<file path="src/hw/rtl/qmgs_pkg.sv">
// ----------------------------------------------------------------------------
// QR MGS package
// Shared sizes, codes, state machine and command types, and the saturating helper of the QR factoriser.
// ----------------------------------------------------------------------------
`default_nettype none

package qmgs_pkg;

    localparam int MAX_ROWS  = 16;
    localparam int MAX_COLS  = 16;

    localparam int ELEM_W    = 32;
    localparam int IDX_W     = 4;
    localparam int REQ_W     = 2;
    localparam int STAT_W    = 2;
    localparam int CFG_W     = 5;

    localparam int ROW_CW    = $clog2(MAX_ROWS + 1);
    localparam int COL_CW    = $clog2(MAX_COLS + 1);
    localparam int MAT_DEPTH = MAX_ROWS * MAX_COLS;
    localparam int MAT_AW    = $clog2(MAT_DEPTH);
    localparam int TRI_DEPTH = MAX_COLS * MAX_COLS;
    localparam int TRI_AW    = $clog2(TRI_DEPTH);

    localparam int SQRT_STEPS = 32;
    localparam int DIV_STEPS  = 48;
    localparam int STEP_W     = $clog2(DIV_STEPS);

    typedef enum logic [REQ_W-1:0] {
        REQ_WRITE = 2'd0,
        REQ_FACT  = 2'd1,
        REQ_RD_Q  = 2'd2,
        REQ_RD_R  = 2'd3
    } t_req;

    typedef enum logic [STAT_W-1:0] {
        ST_OK        = 2'd0,
        ST_ZERO_NORM = 2'd1,
        ST_RANGE     = 2'd2
    } t_status;

    typedef enum logic [0:0] {
        CFG_ROWS = 1'b0,
        CFG_COLS = 1'b1
    } t_cfg_idx;

    typedef enum logic [4:0] {
        S_IDLE, S_DECODE, S_RESP, S_COL,
        S_DOT_RD, S_DOT_MUL, S_DOT_ACC, S_R_WR,
        S_UPD_RD, S_UPD_MUL, S_UPD_WR,
        S_NRM_RD, S_NRM_MUL, S_NRM_ACC, S_SQRT, S_DIAG,
        S_ZERO_WR, S_SCL_RD, S_DIV_LD, S_DIV, S_SCL_WR
    } t_state;

    typedef enum logic [4:0] {
        OP_NONE, OP_LOAD_REQ, OP_ELEM, OP_RESP, OP_FACT_START,
        OP_DOT_RD, OP_DOT_MUL, OP_DOT_ACC, OP_R_WR,
        OP_UPD_RD, OP_UPD_MUL, OP_UPD_WR,
        OP_NRM_RD, OP_NRM_MUL, OP_NRM_ACC, OP_SQ_STEP, OP_DIAG_WR,
        OP_ZERO_WR, OP_SCL_RD, OP_DIV_LD, OP_DIV_STEP, OP_SCL_WR
    } t_dp_op;

    typedef struct packed {
        t_dp_op              op;
        logic [ROW_CW-1:0]   k;
        logic [COL_CW-1:0]   i;
        logic [COL_CW-1:0]   j;
        logic                first;
    } t_dp_cmd;

    typedef struct packed {
        logic out_free;
        logic req_is_fact;
        logic nrm_zero;
    } t_dp_stat;

    function automatic logic signed [ELEM_W-1:0] sat32(input logic signed [63:0] x);
        logic signed [ELEM_W-1:0] y;
        if (x > 64'sh0000_0000_7FFF_FFFF) begin
            y = 32'sh7FFF_FFFF;
        end else if (x < -64'sh0000_0000_8000_0000) begin
            y = 32'sh8000_0000;
        end else begin
            y = x[ELEM_W-1:0];
        end
        return y;
    endfunction

endpackage

`default_nettype wire

</file>
<file path="src/hw/rtl/qmgs_ctrl.sv">
// ----------------------------------------------------------------------------
// QR MGS controller
// Sequences request handling and the column / projection / row loops.
// ----------------------------------------------------------------------------
`default_nettype none

module qmgs_ctrl (
    input  wire logic                          i_clk,
    input  wire logic                          i_rst_n,
    input  wire logic                          i_req_valid,
    output logic                               o_req_ready,
    input  wire logic [qmgs_pkg::ROW_CW-1:0]   i_m,
    input  wire logic [qmgs_pkg::COL_CW-1:0]   i_n,
    input  wire qmgs_pkg::t_dp_stat            i_stat,
    output qmgs_pkg::t_dp_cmd                  o_cmd
);

    qmgs_pkg::t_state                   r_state, n_state;
    logic [qmgs_pkg::ROW_CW-1:0]        r_k, n_k;
    logic [qmgs_pkg::COL_CW-1:0]        r_i, n_i;
    logic [qmgs_pkg::COL_CW-1:0]        r_j, n_j;
    logic [qmgs_pkg::STEP_W-1:0]        r_step, n_step;

    logic req_acc, last_k, last_i, last_sq, last_div, cols_done;

    assign req_acc   = i_req_valid && o_req_ready;
    assign last_k    = (r_k + qmgs_pkg::ROW_CW'(1)) == i_m;
    assign last_i    = (r_i + qmgs_pkg::COL_CW'(1)) == r_j;
    assign last_sq   = r_step == qmgs_pkg::STEP_W'(qmgs_pkg::SQRT_STEPS - 1);
    assign last_div  = r_step == qmgs_pkg::STEP_W'(qmgs_pkg::DIV_STEPS - 1);
    assign cols_done = r_j == i_n;

    // next state
    always_comb begin
        n_state = r_state;
        case (r_state)
            qmgs_pkg::S_IDLE:    if (req_acc) n_state = qmgs_pkg::S_DECODE;
            qmgs_pkg::S_DECODE:  n_state = i_stat.req_is_fact ? qmgs_pkg::S_COL
                                                              : qmgs_pkg::S_RESP;
            qmgs_pkg::S_RESP:    n_state = qmgs_pkg::S_IDLE;
            qmgs_pkg::S_COL: begin
                if (cols_done) begin
                    n_state = qmgs_pkg::S_RESP;
                end else if (r_j == '0) begin
                    n_state = qmgs_pkg::S_NRM_RD;
                end else begin
                    n_state = qmgs_pkg::S_DOT_RD;
                end
            end
            qmgs_pkg::S_DOT_RD:  n_state = qmgs_pkg::S_DOT_MUL;
            qmgs_pkg::S_DOT_MUL: n_state = qmgs_pkg::S_DOT_ACC;
            qmgs_pkg::S_DOT_ACC: n_state = last_k ? qmgs_pkg::S_R_WR : qmgs_pkg::S_DOT_RD;
            qmgs_pkg::S_R_WR:    n_state = qmgs_pkg::S_UPD_RD;
            qmgs_pkg::S_UPD_RD:  n_state = qmgs_pkg::S_UPD_MUL;
            qmgs_pkg::S_UPD_MUL: n_state = qmgs_pkg::S_UPD_WR;
            qmgs_pkg::S_UPD_WR: begin
                if (!last_k) begin
                    n_state = qmgs_pkg::S_UPD_RD;
                end else if (last_i) begin
                    n_state = qmgs_pkg::S_NRM_RD;
                end else begin
                    n_state = qmgs_pkg::S_DOT_RD;
                end
            end
            qmgs_pkg::S_NRM_RD:  n_state = qmgs_pkg::S_NRM_MUL;
            qmgs_pkg::S_NRM_MUL: n_state = qmgs_pkg::S_NRM_ACC;
            qmgs_pkg::S_NRM_ACC: n_state = last_k ? qmgs_pkg::S_SQRT : qmgs_pkg::S_NRM_RD;
            qmgs_pkg::S_SQRT:    if (last_sq) n_state = qmgs_pkg::S_DIAG;
            qmgs_pkg::S_DIAG:    n_state = i_stat.nrm_zero ? qmgs_pkg::S_ZERO_WR
                                                           : qmgs_pkg::S_SCL_RD;
            qmgs_pkg::S_ZERO_WR: if (last_k) n_state = qmgs_pkg::S_COL;
            qmgs_pkg::S_SCL_RD:  n_state = qmgs_pkg::S_DIV_LD;
            qmgs_pkg::S_DIV_LD:  n_state = qmgs_pkg::S_DIV;
            qmgs_pkg::S_DIV:     if (last_div) n_state = qmgs_pkg::S_SCL_WR;
            qmgs_pkg::S_SCL_WR:  n_state = last_k ? qmgs_pkg::S_COL : qmgs_pkg::S_SCL_RD;
            default:             n_state = qmgs_pkg::S_IDLE;
        endcase
    end

    // loop counters
    always_comb begin
        n_k    = r_k;
        n_i    = r_i;
        n_j    = r_j;
        n_step = r_step;
        case (r_state)
            qmgs_pkg::S_DECODE:  n_j = '0;
            qmgs_pkg::S_COL: begin
                n_k    = '0;
                n_i    = '0;
                n_step = '0;
            end
            qmgs_pkg::S_DOT_ACC: n_k = last_k ? '0 : r_k + qmgs_pkg::ROW_CW'(1);
            qmgs_pkg::S_UPD_WR: begin
                if (last_k) begin
                    n_k = '0;
                    if (!last_i) n_i = r_i + qmgs_pkg::COL_CW'(1);
                end else begin
                    n_k = r_k + qmgs_pkg::ROW_CW'(1);
                end
            end
            qmgs_pkg::S_NRM_ACC: n_k = last_k ? '0 : r_k + qmgs_pkg::ROW_CW'(1);
            qmgs_pkg::S_SQRT:    n_step = last_sq ? '0 : r_step + qmgs_pkg::STEP_W'(1);
            qmgs_pkg::S_DIV:     n_step = last_div ? '0 : r_step + qmgs_pkg::STEP_W'(1);
            qmgs_pkg::S_ZERO_WR, qmgs_pkg::S_SCL_WR: begin
                if (last_k) begin
                    n_k = '0;
                    n_j = r_j + qmgs_pkg::COL_CW'(1);
                end else begin
                    n_k = r_k + qmgs_pkg::ROW_CW'(1);
                end
            end
            default: ;
        endcase
    end

    // outputs
    always_comb begin
        o_req_ready = 1'b0;
        o_cmd.op    = qmgs_pkg::OP_NONE;
        o_cmd.k     = r_k;
        o_cmd.i     = r_i;
        o_cmd.j     = r_j;
        o_cmd.first = r_step == '0;
        case (r_state)
            qmgs_pkg::S_IDLE: begin
                o_req_ready = i_stat.out_free;
                if (req_acc) o_cmd.op = qmgs_pkg::OP_LOAD_REQ;
            end
            qmgs_pkg::S_DECODE:  o_cmd.op = i_stat.req_is_fact ? qmgs_pkg::OP_FACT_START
                                                               : qmgs_pkg::OP_ELEM;
            qmgs_pkg::S_RESP:    o_cmd.op = qmgs_pkg::OP_RESP;
            qmgs_pkg::S_DOT_RD:  o_cmd.op = qmgs_pkg::OP_DOT_RD;
            qmgs_pkg::S_DOT_MUL: o_cmd.op = qmgs_pkg::OP_DOT_MUL;
            qmgs_pkg::S_DOT_ACC: o_cmd.op = qmgs_pkg::OP_DOT_ACC;
            qmgs_pkg::S_R_WR:    o_cmd.op = qmgs_pkg::OP_R_WR;
            qmgs_pkg::S_UPD_RD:  o_cmd.op = qmgs_pkg::OP_UPD_RD;
            qmgs_pkg::S_UPD_MUL: o_cmd.op = qmgs_pkg::OP_UPD_MUL;
            qmgs_pkg::S_UPD_WR:  o_cmd.op = qmgs_pkg::OP_UPD_WR;
            qmgs_pkg::S_NRM_RD:  o_cmd.op = qmgs_pkg::OP_NRM_RD;
            qmgs_pkg::S_NRM_MUL: o_cmd.op = qmgs_pkg::OP_NRM_MUL;
            qmgs_pkg::S_NRM_ACC: o_cmd.op = qmgs_pkg::OP_NRM_ACC;
            qmgs_pkg::S_SQRT:    o_cmd.op = qmgs_pkg::OP_SQ_STEP;
            qmgs_pkg::S_DIAG:    o_cmd.op = qmgs_pkg::OP_DIAG_WR;
            qmgs_pkg::S_ZERO_WR: o_cmd.op = qmgs_pkg::OP_ZERO_WR;
            qmgs_pkg::S_SCL_RD:  o_cmd.op = qmgs_pkg::OP_SCL_RD;
            qmgs_pkg::S_DIV_LD:  o_cmd.op = qmgs_pkg::OP_DIV_LD;
            qmgs_pkg::S_DIV:     o_cmd.op = qmgs_pkg::OP_DIV_STEP;
            qmgs_pkg::S_SCL_WR:  o_cmd.op = qmgs_pkg::OP_SCL_WR;
            default: ;
        endcase
    end

    always_ff @(posedge i_clk) begin
        if (!i_rst_n) begin
            r_state <= qmgs_pkg::S_IDLE;
            r_k     <= '0;
            r_i     <= '0;
            r_j     <= '0;
            r_step  <= '0;
        end else begin
            r_state <= n_state;
            r_k     <= n_k;
            r_i     <= n_i;
            r_j     <= n_j;
            r_step  <= n_step;
        end
    end

    a_sqrt_to_diag: assert property (@(posedge i_clk) disable iff (!i_rst_n)
        (r_state == qmgs_pkg::S_SQRT && last_sq) |=> r_state == qmgs_pkg::S_DIAG)
        else $error("square root did not end in the diagonal write");

    a_proj_below_col: assert property (@(posedge i_clk) disable iff (!i_rst_n)
        (r_state == qmgs_pkg::S_UPD_WR) |-> (r_i < r_j))
        else $error("projection column not below current column");

endmodule

`default_nettype wire

</file>
<file path="config.mk">
export PLATFORM = sky130hd
export DESIGN_NAME = qmgs_ctrl
export DESIGN_NICKNAME = d
export VERILOG_FILES = /design/src/hw/rtl/qmgs_pkg.sv /design/src/hw/rtl/qmgs_ctrl.sv
export SDC_FILE = /design/constraint.sdc
export NUM_CORES = 1
export LEC_CHECK = 0
export ABC_AREA = 1
export BUFFER_PORTS_ARGS = -buffer_cell sky130_fd_sc_hd__buf_2
export CELL_PAD_IN_SITES_DETAIL_PLACEMENT = 1
export CELL_PAD_IN_SITES_GLOBAL_PLACEMENT = 1
export CORE_UTILIZATION = 40
export CTS_BUF_LIST = sky130_fd_sc_hd__clkbuf_4 sky130_fd_sc_hd__clkbuf_8
export CTS_CLUSTER_DIAMETER = 150
export DETAILED_ROUTE_END_ITERATION = 8
export PLACE_DENSITY_LB_ADDON = 0.08
export SYNTH_ARGS = -nofsm -noshare
export SYNTH_HDL_FRONTEND = slang
export SYNTH_SLANG_ARGS = --single-unit
</file>
<file path="constraint.sdc">
create_clock -name i_clk -period 2.35 [get_ports i_clk]
set_input_delay 0.5875 -clock i_clk [delete_from_list [all_inputs] [get_ports i_clk]]
set_output_delay 0.5875 -clock i_clk [all_outputs]
set_load 0.01 [all_outputs]
</file>
==> results of run 1 <==
## cells by family after synthesis
family | share of synthesized area, %
AO/OA/AOI/OAI | 12.42
flip-flops | 24.37
XOR/XNOR | 3.690
adder cells (fa/ha/maj) | 3.515
buffers and inverters | 11.31
AND/OR/NAND/NOR | 44.70
## metrics by stage
step                      power, mW  setup TNS, ns  setup WS, ns  utilization [%]  hold slack, ns
final                         1.024              0       0.06428            49.85          0.5139
after global routing          1.069       -0.06612      -0.03552            49.85          0.5368
after CTS                     1.026      -0.002901     -0.002901            48.73          0.5103
after detailed placement     0.6448              0        0.2290            47.20          0.4934
after global placement       0.6416              0        0.2523            47.20          0.4928
after floorplan              0.5814              0        0.5056                -          0.4735
## flip-flops by register name, summed over array words and instances, names as in the netlist
signal	flops
r_i	5
r_step	6
r_state	5
r_k	5
r_j	5
## layer usage
metal	up-vias	wire, um
li1	1225	-
met1	1094	3089
met5	-	0
met3	10	146
met2	48	3046
met4	0	88
## what timing repair did
item	in CTS	in global routing
hold buffers	0	0
resized for setup	4	17
setup endpoints to repair	2	5
setup buffers	0	1
pin swaps	0	1
## worst reg2reg max path, delay by kind of cell (launching register included)
| family | cells | cell delay, ns |
|---|---|---|
| AND/OR/NAND/NOR | 7 | 0.98 |
| flip-flops | 1 | 0.39 |
| AO/OA/AOI/OAI | 2 | 0.27 |
| adder cells (fa/ha/maj) | 1 | 0.18 |
| buffers and inverters | 1 | 0.11 |
## final timing paths
kind | from | end | slack [ns] | depth (start not counted)
setup / recovery | r_state[1] | o_cmd[19] | 0.06 | 7
hold / removal | r_k[4] | r_k[4] | 0.51 | 2
setup reg to reg | r_step[1] | r_state[4] | 0.35 | 11
hold reg to reg | r_k[4] | r_k[4] | 0.51 | 2
## cells in the final DEF (no fill, tap or decap), drive strengths merged
cell type  count
nand3b         3
and3           1
a21oi         25
a22oi          2
nor2          50
ha             6
bufinv         1
nand3         31
clkbuf         3
or2            3
o2111ai        1
dfxtp         26
o21ai         13
clkinv         2
o221ai         1
xnor2          4
buf           42
o221a          1
nand4         10
inv           59
o22ai          1
nand2         98
a21boi         1
nor3           5
xor2           5
a221oi         2
## power groups by stage
| stage | clock network [mW] | registers [mW] | logic (mW) |
|---|---|---|---|
| 6_report | 0.383 | 0.459 | 0.182 |
| 5_1_grt | 0.403 | 0.460 | 0.206 |
| 4_1_cts | 0.388 | 0.459 | 0.178 |
| 3_5_place_dp | 0 | 0.469 | 0.176 |
| 3_3_place_gp | 0 | 0.469 | 0.172 |
| 2_1_floorplan | 0 | 0.468 | 0.113 |
## final cells by class
| cell class | count | area, sq um |
|---|---|---|
| fillers | 760 | 2577 |
| multi-input cells | 263 | 1418 |
| repair buffers | 42 | 222.7 |
| clock buffers | 3 | 41.29 |
| clock inverters | 1 | 30.03 |
| flip-flops and latches | 26 | 534.3 |
| well taps | 70 | 87.58 |
| inverters | 61 | 229.0 |
==> results.toml, run 1 <==
[power]
p_comb_share_pct = 17.8
max-vdd-ir-drop_uv = 331.1
sw_frac_of_total_pct = 27.68
seq_power_share_pct = 44.8
powerDensity_nw_per_um2 = 399.5
leakage_nw = 1.266
p_switching_mw = 0.2833
p_int_mw = 0.7403
p_clk_share_pct = 37.4

[synthesis]
netlist-cell-type-count = 34
syn_area_per_cell_sq_um = 6.050
yosysTopAreaCell = "dfxtp_1"
synth_flop_cell = "dfxtp_1"
synth_area_sq_um = 2136
synth_area_leaders = "dfxtp_1 24%, nand2_1 16%, inv_1 9.0%"
synth_edf_count = 0
ys_warn_count = 0
postSynth.asyncResetShare_pct = 0
synth-seq-area-share_pct = 24.37
synth_top_area_share_pct = 24.37
synth.most_common_cell = "nand2_1"
syn_nets = 375
ys_ff_latch = 26
synth_cells = 353
synthTopCellsByCount = "92 x nand2_1, 51 x inv_1, 41 x nor2_1"

[timing]
slew-limit-headroom_pct = 76.31
fin_crit_ns = 2.286
hold_violations = 0
setup_viol = 0
finalClockSkew_ns = 0.005295
fin_crit_sh_pct = 97.26
slew_violations = 0
clock.fmax_ghz = 0.4375
worstMarginPinSlew_ns = 0.3540
rsz0062_at_grt = "true"

[run]
maxCapViolCount = 0

[global_routing]
busiest_layer = "met2"
use_met1_pct = 31.83
grt_pass1_vias = 2229
track_usage_pct = 23.90
met3_usage_pct = 2.677
globalRouteOverflowTotal = 0
use_met2_pct = 40.84
grt_pass1_wl_um = 10240
grt_max_degree = 16
antenna_found_initial = 0

[die]
core_sq_um = 5140
die_w_um = 75.07
die_h_um = 75.07
initial_core_util_pct = 41.55
die_area_sq_um = 5636
ios = 38
num_rows = 26

[worst_setup_path]
worstPathArrival_ns = 1.70
crit_type = "reg -> out"
critical_path.max_fanout = 4
cp_slowest_cell = "dfxtp_4"
worst_setup_path_start_kind = "flip-flop"
cpPeakStageDelay_ns = 0.40
endpoint_kind = "output port"
crit_chain = "inv_2, nand2_1, nor2_1, nor2_4, nand4_1, or2_2, buf_2"
cp_top_family = "simple AND/OR/NAND/NOR gates"
crit_buf_inv = 2
worst-endpoint-required_ns = 1.76

[finish]
nNetsFinal = 419
layout-drive-gt1-share_pct = 22.47
stdcell_count = 466
diodes = 0
fin_area_sq_um = 2562
area_growth_pct = 19.98

[clock_network]
h-tree-depth = 1
clock_latency_ns = 0.27
cts_buffer_depth = 2
cts-buffers-inserted = 3
clock_sinks = 26
root_buffer = "clkbuf_8"
cts_tree = "yes"
clk_pin_slew_worst_paths_ns = 0.10

[drt]
viasPerCell = 5.101
vias = 2377
drc_errors = 0
drtPass1Iterations = 4
wl_um = 6370
wl_per_cell_um = 13.67
drtIter0Drc = 73
ant_nets = 0

[min_path]
worst_hold_path_type = "reg -> reg"

[placed_design]
dpl.cell_count = 461
dp_hpwl_um = 5174
gp_congestion = 0.9314
numPortBuffers = 37
placed_area_sq_um = 2426

[status]
outcome = "complete, no violations"
(Power assumes the default switching activity.)
==> run 2, diff against run 1 <==
--- a/config.mk
+++ b/config.mk
@@ -5,11 +5,10 @@
 export SDC_FILE = /design/constraint.sdc
 export NUM_CORES = 1
 export LEC_CHECK = 0
-export ABC_AREA = 1
 export BUFFER_PORTS_ARGS = -buffer_cell sky130_fd_sc_hd__buf_2
 export CELL_PAD_IN_SITES_DETAIL_PLACEMENT = 1
 export CELL_PAD_IN_SITES_GLOBAL_PLACEMENT = 1
-export CORE_UTILIZATION = 40
+export CORE_UTILIZATION = 45
 export CTS_BUF_LIST = sky130_fd_sc_hd__clkbuf_4 sky130_fd_sc_hd__clkbuf_8
 export CTS_CLUSTER_DIAMETER = 150
 export DETAILED_ROUTE_END_ITERATION = 8
==> constraint.sdc (replaced) <==
create_clock -name i_clk -period 2.8 [get_ports i_clk]
set_input_delay 0.7 -clock i_clk [delete_from_list [all_inputs] [get_ports i_clk]]
set_output_delay 0.7 -clock i_clk [all_outputs]
set_load 0.01 [all_outputs]
==> run 2 against run 1 <==
The run now ends with DRC left. Sequential cell count unchanged. Core utilization grew 5.0 points. Sequential power fell by 18%. Worst hold slack gained 0.018 ns. Global-route usage is 2.4 points higher. Cell area is 4.3% lower. Combinational power shrank 43%. Setup slack better by 0.25 ns. First-iteration DRC count increased by 42%. Register-to-register slack improved by 0.07 ns. Count of clock-buffer cells in the layout increased by 1. Routed wire length rose by 2.7%. Critical endpoint is now o_cmd[18].
==> results.toml, run 2 <==
[synthesis]
syn_area_per_cell_sq_um = 7.426
synth_top_area_share_pct = 24.09
synth_cells = 291
synth_edf_count = 0
synthTopCellsByCount = "27 x nor2_1, 26 x dfxtp_1, 19 x a21oi_1"
synth-seq-area-share_pct = 24.09
netlist-cell-type-count = 62
ys_warn_count = 0
synth_area_leaders = "dfxtp_1 24%, nor2_1 4.7%, a21oi_1 4.4%"
synth_flop_cell = "dfxtp_1"
synth_area_sq_um = 2161
ys_ff_latch = 26
synth.most_common_cell = "nor2_1"
syn_nets = 313
yosysTopAreaCell = "dfxtp_1"
postSynth.asyncResetShare_pct = 0

[global_routing]
track_usage_pct = 26.34
grt_pass1_wl_um = 10650
antenna_found_initial = 0
grt_max_degree = 19
globalRouteOverflowTotal = 0
grt_pass1_vias = 2249

[drt]
wl_met1_um = 3059
drtPass1Iterations = 6
ant_nets = 0
drc_errors = 6
wl_per_cell_um = 17.44
vias = 2326
wl_met3_um = 217
viasPerCell = 6.203
drtIter0Drc = 104
top_layer = "met4"
wl_um = 6541
met2WireLength_um = 3210

[finish]
layout_common_cells = "37 x buf_2, 27 x nor2_1, 26 x dfxtp_1, 19 x a21oi_1, 18 x nand2_1"
nNetsFinal = 346
stdcell_count = 375
layout_commonest_cell = "buf_2"
fin_area_sq_um = 2452
diodes = 0
largest_reg_flops = 6
largest_register = "r_step"
layout-drive-gt1-share_pct = 18.89
area_growth_pct = 13.49
nFillCells = 599

[worst_setup_path]
critical_path.max_fanout = 18
worst_setup_path_start_kind = "flip-flop"
cpPeakStageDelay_ns = 0.74
reg2reg_from = "r_k[0]"
worstPathArrival_ns = 1.78
endpoint_kind = "output port"
cp_slowest_cell = "dfxtp_1"
crit_type = "reg -> out"
critPathLaunch = "r_state[2]"
worst-endpoint-required_ns = 2.10
cp_top_family = "flip-flops"
crit_buf_inv = 1
crit_chain = "nor2b_1, a22oi_1, o32ai_1, a22o_1, buf_2"

[timing]
setup-tns-final_ns = 0
fin_crit_sh_pct = 88.68
clock.fmax_ghz = 0.4027
slew_violations = 0
rsz0062_at_grt = "false"
setup_viol = 0
slew-limit-headroom_pct = 51.88
hold_violations = 0
finalClockSkew_ns = 0.003060
fin_crit_ns = 2.483
worstMarginPinSlew_ns = 0.7128

[clock_network]
root_buffer = "clkbuf_8"
clk_pin_slew_worst_paths_ns = 0.09
h-tree-depth = 1
cts_setup_buffers = 0
clock_latency_ns = 0.28
hold_buffers = 0
cts_tree = "yes"
cts_buffer_depth = 2
clock_sinks = 26
cts-buffers-inserted = 3
post_cts_resized = 0

[power]
leakage_nw = 0.9677
total_power_mw = 0.7344
powerDensity_nw_per_um2 = 299.4
max-vdd-ir-drop_uv = 180.2

[die]
ios = 38
initial_core_util_pct = 48.29
core_sq_um = 4474
die_w_um = 71.30
die_h_um = 71.30
die_area_sq_um = 5083
num_rows = 24

[status]
violations = "DRC"
outcome = "finished with violations"

[run]
maxCapViolCount = 0

[placed_design]
dpl.cell_count = 371
dp_hpwl_um = 4733
numPortBuffers = 37
gp_congestion = 0.9453
placed_area_sq_um = 2397

[min_path]
worst_hold_path_type = "reg -> reg"
min-delay-start = "r_i[1]"
## run 2: worst min-delay path, delay by kind of cell (launching register included)
family / cells / cell delay (ns)
AOI/OAI and AO/OA: 1 / 0.06
DFF: 1 / 0.35
and+or+nand+nor: 1 / 0.08
## run 2: cell type report
type / count / area [sq um] / area share, %
clock buffer: 4 / 55.05 / 2.245
inverter: 13 / 48.80 / 1.990
sequential: 26 / 520.5 / 21.22
tap: 52 / 65.06 / 2.653
multi-input combinational: 233 / 1503 / 61.28
timing repair buffer: 47 / 260.3 / 10.61
## run 2: final timing paths
| check | end | slack, ns | cells after the start |
|---|---|---|---|
| setup / recovery | o_cmd[18] | 0.32 | 5 |
| setup reg to reg | r_i[4] | 0.42 | 7 |
| hold reg to reg | r_i[1] | 0.53 | 2 |
| hold / removal | r_i[1] | 0.53 | 2 |
## run 2: power by group
group	leakage [nW]	switching [mW]	internal, mW
clock network	0.0288	0.128	0.126
logic	0.729	0.0601	0.0434
registers	0.210	0.00563	0.371
total	0.968	0.193	0.541
## run 2: logic make-up after synthesis
kind of cell / synth area share [%]
compound gates: 28.43
flops: 24.09
fa+ha+maj: 3.474
mux: 1.911
simple gates: 28.84
xor+xnor: 6.890
buf+inv: 6.368
## run 2: per-stage QoR
step                      setup WS, ns  hold slack [ns]  util (%)
after floorplan                 0.6341           0.4924         -
after global placement          0.3583           0.4962     53.58
after detailed placement        0.2818           0.5154     53.58
after CTS                       0.3301           0.5276     54.81
after global routing            0.2037           0.5606     54.81
final                           0.3170           0.5315     54.81
## run 2: per-layer routing
| metal | GRT usage (%) | vias up |
|---|---|---|
| met4 | 6.222 | 0 |
| li1 | - | 1132 |
| met1 | 34.35 | 1141 |
| met3 | 2.672 | 5 |
| met5 | 0 | - |
| met2 | 46.77 | 48 |
==> run 3, diff against run 2 <==
--- a/config.mk
+++ b/config.mk
@@ -12,7 +12,8 @@
 export CTS_BUF_LIST = sky130_fd_sc_hd__clkbuf_4 sky130_fd_sc_hd__clkbuf_8
 export CTS_CLUSTER_DIAMETER = 150
 export DETAILED_ROUTE_END_ITERATION = 8
-export PLACE_DENSITY_LB_ADDON = 0.08
+export PLACE_DENSITY_LB_ADDON = 0.1
+export RECOVER_POWER = 50
 export SYNTH_ARGS = -nofsm -noshare
 export SYNTH_HDL_FRONTEND = slang
 export SYNTH_SLANG_ARGS = --single-unit
==> run 3 against run 2 <==
The run still ends with DRC left. Fmax rose by 2.4%. Core utilization decreased by 0.59 points. Non-clock buffer count rose by 2. Clock power decreased by 14%. Register-to-register slack improved by 0.02 ns. Via count decreased by 2.1%. Cell count up 0.27%. Cell area fell by 1.1%. Setup slack better by 0.058 ns. Combinational power is essentially flat. Worst hold slack got worse by 0.0080 ns. Sequential cell count is the same. Largest cell class unchanged. Highest routed layer unchanged.
==> results.toml, run 3 (same netlist as run 2, synthesis figures left out) <==
[finish]
layout_commonest_cell = "nor2_1"
layout_common_cells = "27 x nor2_1, 26 x dfxtp_1, 21 x buf_2, 19 x a21oi_1, 18 x nand2_1"
layout-drive-gt1-share_pct = 13.89
largest_reg_flops = 6
stdcell_count = 376
nFillCells = 597
diodes = 0
register_area_sq_um = 520.5
multi_input_area_sq_um = 1495
largest_register = "r_step"
fin_area_sq_um = 2426
area_growth_pct = 12.28
nNetsFinal = 348

[timing]
setup_viol = 0
fin_hold_ws_ns = 0.5235
fin_crit_sh_pct = 86.60
rsz0062_at_grt = "false"
worstMarginPinSlew_ns = 0.6041
clock.fmax_ghz = 0.4124
fin_crit_ns = 2.425
finalClockSkew_ns = 0.005389
slew-limit-headroom_pct = 59.21
setup-tns-final_ns = 0
hold_violations = 0
slew_violations = 0

[clock_network]
cts-buffers-inserted = 3
cts_buffer_depth = 2
clock_latency_ns = 0.27
clk_pin_slew_worst_paths_ns = 0.09
root_buffer = "clkbuf_8"
post_cts_resized = 0
h-tree-depth = 1
cts_setup_buffers = 0
cts_tree = "yes"
hold_buffers = 0
clock_sinks = 26

[global_routing]
grt_max_degree = 18
antenna_found_initial = 0
track_usage_pct = 25.31
globalRouteOverflowTotal = 0
grt_pass1_wl_um = 10340
grt_pass1_vias = 2163

[die]
core_sq_um = 4474
die_area_sq_um = 5083
ios = 38
num_rows = 24
die_h_um = 71.30
die_w_um = 71.30
initial_core_util_pct = 48.29

[placed_design]
numPortBuffers = 37
placed_area_sq_um = 2412
dpl.cell_count = 373
gp_congestion = 0.8496
dp_hpwl_um = 4668

[worst_setup_path]
critical_path.max_fanout = 10
worst-endpoint-required_ns = 2.10
crit_type = "reg -> out"
reg2reg_from = "r_k[0]"
endpoint_kind = "output port"
worst_setup_path_start_kind = "flip-flop"
r2r_end = "r_k[4]"
worstPathArrival_ns = 1.72
r2r_slack_ns = 0.44
r2r_cells = 8

[min_path]
worst_hold_path_type = "reg -> reg"
holdPathStages = 2
min-delay-start = "r_i[1]"
min_to = "r_i[1]"

[drt]
drc_errors = 5
wl_per_cell_um = 16.52
drtPass1Iterations = 6
drtIter0Drc = 116
vias = 2277
viasPerCell = 6.056
ant_nets = 0
wl_um = 6213

[run]
maxCapViolCount = 0

[status]
violations = "DRC"
outcome = "finished with violations"

[power]
powerDensity_nw_per_um2 = 288.5
max-vdd-ir-drop_uv = 256.0
leakage_nw = 0.9008
run 3: per-layer routing:
metal  global-route usage [%]  wire, um
met5                        0         0
met4                    4.889        37
met3                    2.391       251
met2                    42.65      2950
met1                    35.46      2973
run 3: final cells by class:
| class | count | area share (%) |
|---|---|---|
| Multi-Input combinational cell | 233 | 61.63 |
| Sequential cell | 26 | 21.45 |
| Timing Repair Buffer | 49 | 10.52 |
| Tap cell | 52 | 2.682 |
| Inverter | 13 | 2.011 |
| Clock buffer | 3 | 1.702 |
run 3: worst max path at each step:
stage | start | endpoint
4_1_cts | r_state[3] | o_cmd[17]
5_1_grt | r_k[0] | r_k[3]
3_3_place_gp | i_m[2] | r_state[0]
6_report | r_state[3] | o_cmd[17]
2_1_floorplan | i_m[2] | r_state[0]
3_5_place_dp | i_m[2] | r_j[3]
run 3: through the flow:
step	utilization, %	setup slack [ns]	total power [mW]
after floorplan	-	0.6341	0.4493
after global placement	53.92	0.4045	0.4863
after detailed placement	53.92	0.3179	0.4884
after CTS	54.84	0.4069	0.6993
after global routing	54.22	0.2409	0.7241
final	54.22	0.3752	0.6999
run 3: worst max-delay path: stages, from the launching register on:
cell	delay, ns
dfxtp_1	0.44
buf_4	0.23
nor2_1	0.26
a31oi_1	0.13
o221a_2	0.25
buf_2	0.14
run 3: where the power goes:
group	total [mW]	internal, mW	leakage (nW)	switching [mW]
clock	0.218	0.0966	0.0216	0.122
sequential	0.376	0.371	0.210	0.00459
combinational	0.105	0.0448	0.670	0.0606
total	0.700	0.513	0.901	0.187
